<file path="config.mk">
export PLATFORM = sky130hd
export DESIGN_NAME = tagged_log_line_filter_core
export DESIGN_NICKNAME = d
export VERILOG_FILES = /design/src/rtl/tllf_pkg.sv /design/src/rtl/tllf_ram.sv /design/src/rtl/tllf_ctrl.sv /design/src/rtl/tllf_dp.sv /design/src/rtl/tagged_log_line_filter_core.sv
export SDC_FILE = /design/constraint.sdc
export NUM_CORES = 1
export LEC_CHECK = 0
export BUFFER_PORTS_ARGS = -buffer_cell sky130_fd_sc_hd__buf_4
export CORE_MARGIN = 2
export CORE_UTILIZATION = 35
export CTS_CLUSTER_DIAMETER = 30
export DETAILED_ROUTE_END_ITERATION = 8
export HOLD_SLACK_MARGIN = 0.05
export PLACE_DENSITY = 0.49
export SLEW_MARGIN = 15
export SYNTH_ARGS = -nofsm -noshare
export SYNTH_HDL_FRONTEND = slang
export SYNTH_HIERARCHICAL = 1
export SYNTH_SLANG_ARGS = --single-unit
</file>
<file path="constraint.sdc">
create_clock -name clk_i -period 12.5 [get_ports clk_i]
set_input_delay 1.875 -clock clk_i [delete_from_list [all_inputs] [get_ports clk_i]]
set_output_delay 1.875 -clock clk_i [all_outputs]
set_load 0.005 [all_outputs]
</file>
<file path="src/rtl/tllf_pkg.sv">
// tllf_pkg: shared types and constants of the tagged log line filter
// no dependencies
`timescale 1ns / 1ps

package tllf_pkg;

  localparam int LINE_MAX_DEF = 64;
  localparam int LOG_MAX_DEF  = 1048576;
  localparam int KEPT_TOTAL_W = 21;

  localparam logic [7:0]  BYTE_CR = 8'h0D;
  localparam logic [7:0]  BYTE_LF = 8'h0A;
  // seven tag bytes, oldest in the top byte
  localparam logic [55:0] TAG_SEQ = 56'h5B48424F4F545D;
  // tag plus cr
  localparam int TAG_SPAN = 8;
  localparam int SEEN_W   = 4;

  typedef enum logic [2:0] {
    ST_IDLE,
    ST_READ,
    ST_LOAD,
    ST_CR,
    ST_LF
  } state_e;

  typedef struct packed {
    logic accept;
    logic rd_en;
    logic load_body;
    logic load_cr;
    logic load_lf;
  } ctrl_cmd_t;

  typedef struct packed {
    logic slot_free;
    logic start_emit;
    logic body_empty;
    logic body_last;
  } dp_sts_t;

endpackage

</file>
<file path="src/rtl/tllf_ram.sv">
// tllf_ram: generic single write port ram with registered read
// no dependencies
`timescale 1ns / 1ps

module tllf_ram #(
  parameter int WIDTH = 8,
  parameter int DEPTH = 64
) (
  input  logic                     clk_i,
  input  logic                     we_i,
  input  logic [$clog2(DEPTH)-1:0] waddr_i,
  input  logic [WIDTH-1:0]         wdata_i,
  input  logic                     re_i,
  input  logic [$clog2(DEPTH)-1:0] raddr_i,
  output logic [WIDTH-1:0]         rdata_o
);

  logic [WIDTH-1:0] mem_q [DEPTH];
  logic [WIDTH-1:0] rdata_q;

  always_ff @(posedge clk_i) begin
    if (we_i) begin
      mem_q[waddr_i] <= wdata_i;
    end
    if (re_i) begin
      rdata_q <= mem_q[raddr_i];
    end
  end

  assign rdata_o = rdata_q;

endmodule

</file>
<file path="src/rtl/tllf_ctrl.sv">
// tllf_ctrl: controller state machine for intake and kept line replay
// depends on tllf_pkg
`timescale 1ns / 1ps

module tllf_ctrl
  import tllf_pkg::*;
(
  input  logic      clk_i,
  input  logic      rst_ni,
  input  logic      in_valid_i,
  output logic      in_stall_o,
  input  dp_sts_t   sts_i,
  output ctrl_cmd_t cmd_o
);

  state_e state_q, state_d;
  logic   accept;

  assign accept = in_valid_i && (state_q == ST_IDLE) && sts_i.slot_free;

  always_comb begin
    state_d = state_q;
    unique case (state_q)
      ST_IDLE: begin
        if (accept && sts_i.start_emit) begin
          state_d = sts_i.body_empty ? ST_CR : ST_READ;
        end
      end
      ST_READ: begin
        state_d = ST_LOAD;
      end
      ST_LOAD: begin
        if (sts_i.slot_free) begin
          state_d = sts_i.body_last ? ST_CR : ST_READ;
        end
      end
      ST_CR: begin
        if (sts_i.slot_free) begin
          state_d = ST_LF;
        end
      end
      ST_LF: begin
        if (sts_i.slot_free) begin
          state_d = ST_IDLE;
        end
      end
      default: begin
        state_d = ST_IDLE;
      end
    endcase
  end

  always_comb begin
    cmd_o      = '0;
    in_stall_o = 1'b1;
    unique case (state_q)
      ST_IDLE: begin
        cmd_o.accept = accept;
        in_stall_o   = !sts_i.slot_free;
      end
      ST_READ: begin
        cmd_o.rd_en = 1'b1;
      end
      ST_LOAD: begin
        cmd_o.load_body = sts_i.slot_free;
      end
      ST_CR: begin
        cmd_o.load_cr = sts_i.slot_free;
      end
      ST_LF: begin
        cmd_o.load_lf = sts_i.slot_free;
      end
      default: begin
        cmd_o = '0;
      end
    endcase
  end

  always_ff @(posedge clk_i or negedge rst_ni) begin
    if (!rst_ni) begin
      state_q <= ST_IDLE;
    end else begin
      state_q <= state_d;
    end
  end

  a_read_then_load: assert property (@(posedge clk_i) disable iff (!rst_ni)
    state_q == ST_READ |=> state_q == ST_LOAD)
    else $error("read not followed by load");

  a_cr_then_lf: assert property (@(posedge clk_i) disable iff (!rst_ni)
    cmd_o.load_cr |=> state_q == ST_LF)
    else $error("cr beat not followed by lf");

  a_one_load: assert property (@(posedge clk_i) disable iff (!rst_ni)
    $onehot0({cmd_o.accept, cmd_o.load_body, cmd_o.load_cr, cmd_o.load_lf}))
    else $error("more than one output source");

endmodule

</file>
<file path="src/rtl/tllf_dp.sv">
// tllf_dp: datapath with line store, tag window, counters and output register
// depends on tllf_pkg and tllf_ram
`timescale 1ns / 1ps

module tllf_dp
  import tllf_pkg::*;
#(
  parameter int LINE_MAX = LINE_MAX_DEF,
  parameter int LOG_MAX  = LOG_MAX_DEF
) (
  input  logic                    clk_i,
  input  logic                    rst_ni,
  input  ctrl_cmd_t               cmd_i,
  output dp_sts_t                 sts_o,
  input  logic [7:0]              in_byte_i,
  input  logic                    end_of_log_i,
  input  logic                    cfg_we_i,
  input  logic                    cfg_wdata_i,
  output logic                    out_valid_o,
  input  logic                    out_stall_i,
  output logic [7:0]              out_byte_o,
  output logic                    byte_valid_o,
  output logic                    last_of_run_o,
  output logic                    log_done_o,
  output logic [KEPT_TOTAL_W-1:0] kept_total_o,
  output logic                    line_dropped_o
);

  localparam int FILL_W = $clog2(LINE_MAX + 1);
  localparam int IDX_W  = $clog2(LINE_MAX);
  localparam int KEPT_W = $clog2(LOG_MAX + 1);

  logic              filter_en_q;
  logic [FILL_W-1:0] fill_q, fill_d;
  logic              ovf_q, ovf_d;
  logic [63:0]       recent_q, recent_d;
  logic [SEEN_W-1:0] seen_q, seen_d;
  logic [KEPT_W-1:0] kept_q, kept_d, kept_inc;
  logic              eol_q;
  logic [FILL_W-1:0] body_len_q;
  logic [IDX_W-1:0]  idx_q;

  logic                     out_valid_q, out_valid_d;
  logic [7:0]               out_byte_q, out_byte_d;
  logic                     byte_valid_q, byte_valid_d;
  logic                     last_q, last_d;
  logic                     done_q, done_d;
  logic [KEPT_TOTAL_W-1:0]  total_q, total_d;
  logic                     dropped_q, dropped_d;

  logic                     ends_line, drop_line, tag_hit, start_emit;
  logic                     store_ok, ovf_new, mark_drop;
  logic                     acc_load, byte_load, log_clear, slot_free;
  logic                     ram_we;
  logic [7:0]               ram_rdata;
  logic [KEPT_W+KEPT_TOTAL_W-1:0] kept_ext;
  logic [KEPT_TOTAL_W-1:0]  kept_out;

  tllf_ram #(
    .WIDTH (8),
    .DEPTH (LINE_MAX)
  ) u_line_store (
    .clk_i   (clk_i),
    .we_i    (ram_we),
    .waddr_i (fill_q[IDX_W-1:0]),
    .wdata_i (in_byte_i),
    .re_i    (cmd_i.rd_en),
    .raddr_i (idx_q),
    .rdata_o (ram_rdata)
  );

  // line classification
  assign ends_line  = (in_byte_i == BYTE_LF) && (recent_q[7:0] == BYTE_CR);
  assign drop_line  = ovf_q || (fill_q == FILL_W'(LINE_MAX));
  assign tag_hit    = (fill_q >= FILL_W'(TAG_SPAN)) && (seen_q == SEEN_W'(TAG_SPAN))
                      && (recent_q[63:8] == TAG_SEQ);
  assign start_emit = filter_en_q && ends_line && !drop_line && tag_hit;
  assign store_ok   = fill_q < FILL_W'(LINE_MAX);
  assign ovf_new    = ovf_q || !store_ok;
  assign mark_drop  = ends_line ? drop_line : ovf_new;

  assign ram_we = cmd_i.accept && filter_en_q && !ends_line && store_ok;

  assign acc_load  = cmd_i.accept && (!filter_en_q || (ends_line && drop_line)
                     || (end_of_log_i && !start_emit));
  assign byte_load = (acc_load && !filter_en_q) || cmd_i.load_body || cmd_i.load_cr
                     || cmd_i.load_lf;
  assign log_clear = (cmd_i.accept && end_of_log_i && !start_emit)
                     || (cmd_i.load_lf && eol_q);
  assign slot_free = !out_valid_q || !out_stall_i;

  assign kept_inc = (kept_q == KEPT_W'(LOG_MAX)) ? kept_q : kept_q + KEPT_W'(1);
  assign kept_ext = {{KEPT_TOTAL_W{1'b0}}, kept_inc};
  assign kept_out = kept_ext[KEPT_TOTAL_W-1:0];

  assign sts_o.slot_free  = slot_free;
  assign sts_o.start_emit = start_emit;
  assign sts_o.body_empty = fill_q == FILL_W'(TAG_SPAN);
  assign sts_o.body_last  = (FILL_W'(idx_q) + FILL_W'(1)) == body_len_q;

  // log state
  always_comb begin
    fill_d   = fill_q;
    ovf_d    = ovf_q;
    recent_d = recent_q;
    seen_d   = seen_q;
    kept_d   = kept_q;
    if (cmd_i.accept) begin
      recent_d = {recent_q[55:0], in_byte_i};
      if (seen_q != SEEN_W'(TAG_SPAN)) begin
        seen_d = seen_q + SEEN_W'(1);
      end
      if (!filter_en_q || ends_line) begin
        fill_d = '0;
        ovf_d  = 1'b0;
      end else if (store_ok) begin
        fill_d = fill_q + FILL_W'(1);
      end else begin
        ovf_d = 1'b1;
      end
    end
    if (byte_load) begin
      kept_d = kept_inc;
    end
    if (log_clear) begin
      kept_d = '0;
    end
    if (cmd_i.accept && end_of_log_i) begin
      fill_d   = '0;
      ovf_d    = 1'b0;
      recent_d = '0;
      seen_d   = '0;
    end
  end

  // output register
  always_comb begin
    out_byte_d   = out_byte_q;
    byte_valid_d = byte_valid_q;
    last_d       = last_q;
    done_d       = done_q;
    total_d      = total_q;
    dropped_d    = dropped_q;
    out_valid_d  = out_valid_q && out_stall_i;
    if (acc_load) begin
      out_valid_d  = 1'b1;
      last_d       = 1'b1;
      done_d       = end_of_log_i;
      if (!filter_en_q) begin
        out_byte_d   = in_byte_i;
        byte_valid_d = 1'b1;
        total_d      = kept_out;
        dropped_d    = 1'b0;
      end else begin
        out_byte_d   = '0;
        byte_valid_d = 1'b0;
        total_d      = KEPT_TOTAL_W'(kept_q);
        dropped_d    = mark_drop;
      end
    end else if (cmd_i.load_body || cmd_i.load_cr || cmd_i.load_lf) begin
      out_valid_d  = 1'b1;
      byte_valid_d = 1'b1;
      total_d      = kept_out;
      dropped_d    = 1'b0;
      last_d       = cmd_i.load_lf;
      done_d       = cmd_i.load_lf && eol_q;
      priority if (cmd_i.load_body) begin
        out_byte_d = ram_rdata;
      end else if (cmd_i.load_cr) begin
        out_byte_d = BYTE_CR;
      end else begin
        out_byte_d = BYTE_LF;
      end
    end
  end

  always_ff @(posedge clk_i or negedge rst_ni) begin
    if (!rst_ni) begin
      filter_en_q <= 1'b1;
      fill_q      <= '0;
      ovf_q       <= 1'b0;
      recent_q    <= '0;
      seen_q      <= '0;
      kept_q      <= '0;
      eol_q       <= 1'b0;
      out_valid_q <= 1'b0;
    end else begin
      if (cfg_we_i) begin
        filter_en_q <= cfg_wdata_i;
      end
      fill_q      <= fill_d;
      ovf_q       <= ovf_d;
      recent_q    <= recent_d;
      seen_q      <= seen_d;
      kept_q      <= kept_d;
      out_valid_q <= out_valid_d;
      if (cmd_i.accept && start_emit) begin
        eol_q <= end_of_log_i;
      end
    end
  end

  always_ff @(posedge clk_i) begin
    if (cmd_i.accept && start_emit) begin
      body_len_q <= fill_q - FILL_W'(TAG_SPAN);
      idx_q      <= '0;
    end else if (cmd_i.load_body) begin
      idx_q <= idx_q + IDX_W'(1);
    end
    out_byte_q   <= out_byte_d;
    byte_valid_q <= byte_valid_d;
    last_q       <= last_d;
    done_q       <= done_d;
    total_q      <= total_d;
    dropped_q    <= dropped_d;
  end

  assign out_valid_o    = out_valid_q;
  assign out_byte_o     = out_byte_q;
  assign byte_valid_o   = byte_valid_q;
  assign last_of_run_o  = last_q;
  assign log_done_o     = done_q;
  assign kept_total_o   = total_q;
  assign line_dropped_o = dropped_q;

  a_fill_bound: assert property (@(posedge clk_i) disable iff (!rst_ni)
    fill_q <= FILL_W'(LINE_MAX))
    else $error("line fill beyond store");

  a_kept_bound: assert property (@(posedge clk_i) disable iff (!rst_ni)
    kept_q <= KEPT_W'(LOG_MAX))
    else $error("kept count beyond limit");

  a_body_index: assert property (@(posedge clk_i) disable iff (!rst_ni)
    cmd_i.load_body |-> (FILL_W'(idx_q) < body_len_q))
    else $error("body read past line end");

  a_done_clears: assert property (@(posedge clk_i) disable iff (!rst_ni)
    (cmd_i.load_lf && eol_q) |=> (kept_q == '0) && (fill_q == '0))
    else $error("log state not cleared at log end");

endmodule

</file>
<file path="src/rtl/tagged_log_line_filter_core.sv">
// tagged_log_line_filter_core: top level of the tagged log line filter
// depends on tllf_pkg, tllf_ctrl, tllf_dp and tllf_ram
//
//  channel | signals                                              | dir
//  in      | in_valid_i, in_stall_o, in_byte_i, end_of_log_i      | in
//  out     | out_valid_o, out_stall_i, out_byte_o, byte_valid_o,  | out
//          | last_of_run_o, log_done_o, kept_total_o,              |
//          | line_dropped_o                                        |
//  cfg     | cfg_we_i, cfg_wdata_i (filter_enable)                | in
//
// a byte that makes at most one beat is taken in the idle state while the output slot is free
// a kept line holds intake after its lf while the controller steps through read and load
// for each body byte from the line store's registered read port, then the cr and lf beats
// reset puts the block idle with filtering on; no clearing pass is needed
// intake waits while a stalled output beat is held
`timescale 1ns / 1ps

module tagged_log_line_filter_core
  import tllf_pkg::*;
#(
  parameter int LINE_MAX = LINE_MAX_DEF,
  parameter int LOG_MAX  = LOG_MAX_DEF
) (
  input  logic                    clk_i,
  input  logic                    rst_ni,
  input  logic                    in_valid_i,
  output logic                    in_stall_o,
  input  logic [7:0]              in_byte_i,
  input  logic                    end_of_log_i,
  output logic                    out_valid_o,
  input  logic                    out_stall_i,
  output logic [7:0]              out_byte_o,
  output logic                    byte_valid_o,
  output logic                    last_of_run_o,
  output logic                    log_done_o,
  output logic [KEPT_TOTAL_W-1:0] kept_total_o,
  output logic                    line_dropped_o,
  input  logic                    cfg_we_i,
  input  logic                    cfg_wdata_i
);

  ctrl_cmd_t cmd;
  dp_sts_t   sts;

  tllf_ctrl u_ctrl (
    .clk_i      (clk_i),
    .rst_ni     (rst_ni),
    .in_valid_i (in_valid_i),
    .in_stall_o (in_stall_o),
    .sts_i      (sts),
    .cmd_o      (cmd)
  );

  tllf_dp #(
    .LINE_MAX (LINE_MAX),
    .LOG_MAX  (LOG_MAX)
  ) u_dp (
    .clk_i          (clk_i),
    .rst_ni         (rst_ni),
    .cmd_i          (cmd),
    .sts_o          (sts),
    .in_byte_i      (in_byte_i),
    .end_of_log_i   (end_of_log_i),
    .cfg_we_i       (cfg_we_i),
    .cfg_wdata_i    (cfg_wdata_i),
    .out_valid_o    (out_valid_o),
    .out_stall_i    (out_stall_i),
    .out_byte_o     (out_byte_o),
    .byte_valid_o   (byte_valid_o),
    .last_of_run_o  (last_of_run_o),
    .log_done_o     (log_done_o),
    .kept_total_o   (kept_total_o),
    .line_dropped_o (line_dropped_o)
  );

endmodule
</file>
==> results.ini <==
[logic_synthesis]
synth_cell_types = 71
synth_edf_count = 559
yosys.area_share.simple = 0.0653
synthArstFlopShare = 0.154
synth.area.top_cells = edfxtp_1 62%, mux4_2 10%, dfrtp_1 9.4%
synth_flop_cell = edfxtp_1
yosys_warnings = 6
yosysTopAreaCellShare = 0.618
synth-seq-cells = 669
syn_avg_cell_area_sq_um = 17.5
synth_xor_area_frac = 0.0174
syn_area_sq_mm = 0.0272
synthAdderAreaFrac = 0.00460
synth.largest_area_cell = edfxtp_1
muxShareOfSynthArea = 0.122
syn_nets = 1579
synth_cells = 1554
ys_seq_area_frac = 0.718
synth_top_family_by_area = multiplexers
synth_compound_area_frac = 0.0530

[global_routing]
grt.total_usage = 0.183
grt_pass1_wl_microns = 106000
overflow = 0
grt_max_degree = 76
grt_antenna_before_repair = 5
grt_pass1_vias = 15700

[cells_and_area]
nets = 1709
seq_area_sq_mm = 0.0195
layout_commonest_cell = edfxtp_1
nFillCells = 6780
final_cell_mix = 559 x edfxtp_1, 146 x clkbuf_16, 126 x mux4_2
final_layout_size_suffix_gt1_frac = 0.266
multi_input_area_sq_mm = 0.00716
diodes = 0
syn_to_final_growth_pct = 23.8
finalNonFillerCells = 2845

[routing]
ant_nets = 0
finalWirelength_microns = 72000
dr.pass1.iters = 5
wl_per_cell_microns = 25.3
dr_total_vias = 15200
vias_per_cell = 5.34
drt_iter0_markers = 1461
drc_errors = 0

[clock_network]
cts_buffer_depth = 3
tritoncts = yes
post_cts_buffers = 0
holdBufCountCts = 0
cts_htree_levels = 4
cts.root.buffer_cell = clkbuf_16
post_cts_resized = 0
cts_buffers = 146
clkTransAtPathRegs_ps = 50
cts.sinks = 669
worstSkewPairLatency_ps = 710

[sta]
final.setup.tns_ps = 0
relSlewSlack = 0.280
setup-violations-final = 0
fin_crit_sh = 0.443
fmax_mhz = 181
final_hold_viol_count = 0
grt_setup_unrepaired = false
worstMarginPinSlew_ps = 1080
slew_violations = 0
clock_skew_ps = 25.3
period_minus_slack_ps = 5540

[min_path]
hold_depth = 1
hp-start = u_dp/last_of_run_o$_SDFFE_PP1P_
hold_path.class = reg -> reg
min_to = u_dp/last_of_run_o$_SDFFE_PP1P_

[critical_path]
r2r_slack_ps = 7850
reg2reg_depth = 7
cp_top_family = simple AND/OR/NAND/NOR gates
crit_buf_inv = 2
worstReg2RegStart = u_dp/out_valid_o$_DFF_PN0_
slowest_stage = nand4_1
worstPathRequired_ps = 12840
crit_cells = 8
start_kind = input port
worstReg2RegEnd = u_dp/u_line_store/mem_q[47][3]$_DFFE_PP_
arrival_ps = 5880
cp_slowest_stage_delay_ps = 1020
endpoint_kind = register
cp_cell_sequence = buf_4, nand2_1, nor2b_2, and3_1, inv_2, nor3_1, nand4_1, nor2_1
critPathMaxFanout = 17
critPathKind = in -> reg

[pwr]
p_comb_frac = 0.195
clock_power_share = 0.465
intPower_uw = 5920
power_density_mw_per_mm2 = 247
power.switching_uw = 2380
peakVddDrop_v = 0.000140
switching_share = 0.287
seq_power_share = 0.340
p_leak_uw = 0.0115

[status]
status = completed

[placement]
io_buffers = 49
place.gp.congestion = 0.808
dp.cells = 2576
dpl.hpwl_microns = 43500

[floorplan]
io_pins = 50
die_area_sq_mm = 0.0799
die_height_microns = 283
die_w_microns = 283
rows = 102
core-area_sq_mm = 0.0772
initial_core_util = 0.352

[run]
maxCapViolations = 0

==> cells in the mapped netlist (25+ instances only) <==
cell type / count
mux4_2: 126
o21ai_0: 25
nand2_1: 64
clkbuf_1: 52
dfrtp_1: 102
a22o_1: 65
nor2_1: 125
xnor2_1: 27
nand3_1: 34
edfxtp_1: 559
xor2_1: 27
mux2i_1: 32
==> registers in the layout, summed over array words and instances (netlist names), 3 cells and up <==
signal and flops:
u_ctrl/state_q 3, u_dp/body_len_q 7, u_dp/fill_q 7, u_dp/idx_q 6, u_dp/kept_q 21, u_dp/kept_total_o 21, u_dp/out_byte_o 8, u_dp/recent_q 64
u_dp/seen_q 4, u_dp/u_line_store/mem_q 512, u_dp/u_line_store/rdata_o 8
==> kinds of logic after synthesis <==
logic type | after synthesis
buffers and inverters | 105
xor gates and xnor gates | 54
muxes | 173
adders and majority gates | 10
AOI/OAI and AO/OA | 189
DFF | 669
and+or+nand+nor | 354
==> metal layers <==
| layer | vias to the layer above | GRT usage | wire length [microns] |
|---|---|---|---|
| li1 | 6554 | - | - |
| met1 | 7961 | 0.243 | 31400 |
| met2 | 550 | 0.294 | 34500 |
| met3 | 123 | 0.0449 | 4420 |
| met4 | 0 | 0.0662 | 1670 |
| met5 | - | 0 | 0 |
==> worst max-delay path by stage <==
| stage | from | end | slack [ps] |
|---|---|---|---|
| global route | out_stall_i | u_dp/u_line_store/mem_q[63][0]$_DFFE_PP_ | 6750 |
| CTS | out_stall_i | u_dp/u_line_store/mem_q[63][0]$_DFFE_PP_ | 7140 |
| global placement | out_stall_i | u_dp/u_line_store/mem_q[63][1]$_DFFE_PP_ | 6540 |
| floorplan | out_stall_i | u_dp/byte_valid_o$_SDFFCE_PN1P_ | 6880 |
| finish | out_stall_i | u_dp/u_line_store/mem_q[47][3]$_DFFE_PP_ | 6960 |
| detailed placement | out_stall_i | u_dp/u_line_store/mem_q[47][0]$_DFFE_PP_ | 6360 |
==> cell type report <==
class / instances / area share
Tap cell: 1040 / 0.0387
Clock buffer: 168 / 0.114
Timing Repair Buffer: 73 / 0.0163
Multi-Input combinational cell: 780 / 0.213
Inverter: 14 / 0.00156
Clock inverter: 101 / 0.0358
Sequential cell: 669 / 0.580
==> power groups by stage <==
stage                     clock [uW]  combinational (uW)  sequential (uW)
after floorplan                    0                1170             2740
after global placement             0                1620             2860
after detailed placement           0                1630             2860
after CTS                       3930                1640             2820
after global routing            4040                1730             2850
final                           3860                1620             2820
==> stage by stage <==
step | setup slack [ps] | area [sq um] | utilization | power (uW) | hold WS [ps]
3_5_place_dp | 6360 | 28600 | 0.370 | 4490 | 461
3_3_place_gp | 6540 | 28600 | 0.370 | 4470 | 471
4_1_cts | 7140 | 33600 | 0.436 | 8380 | 474
6_report | 6960 | 33600 | 0.436 | 8300 | 476
5_1_grt | 6750 | 33600 | 0.436 | 8620 | 503
2_1_floorplan | 6880 | 27200 | - | 3910 | 461
(Power assumes the default switching activity.)
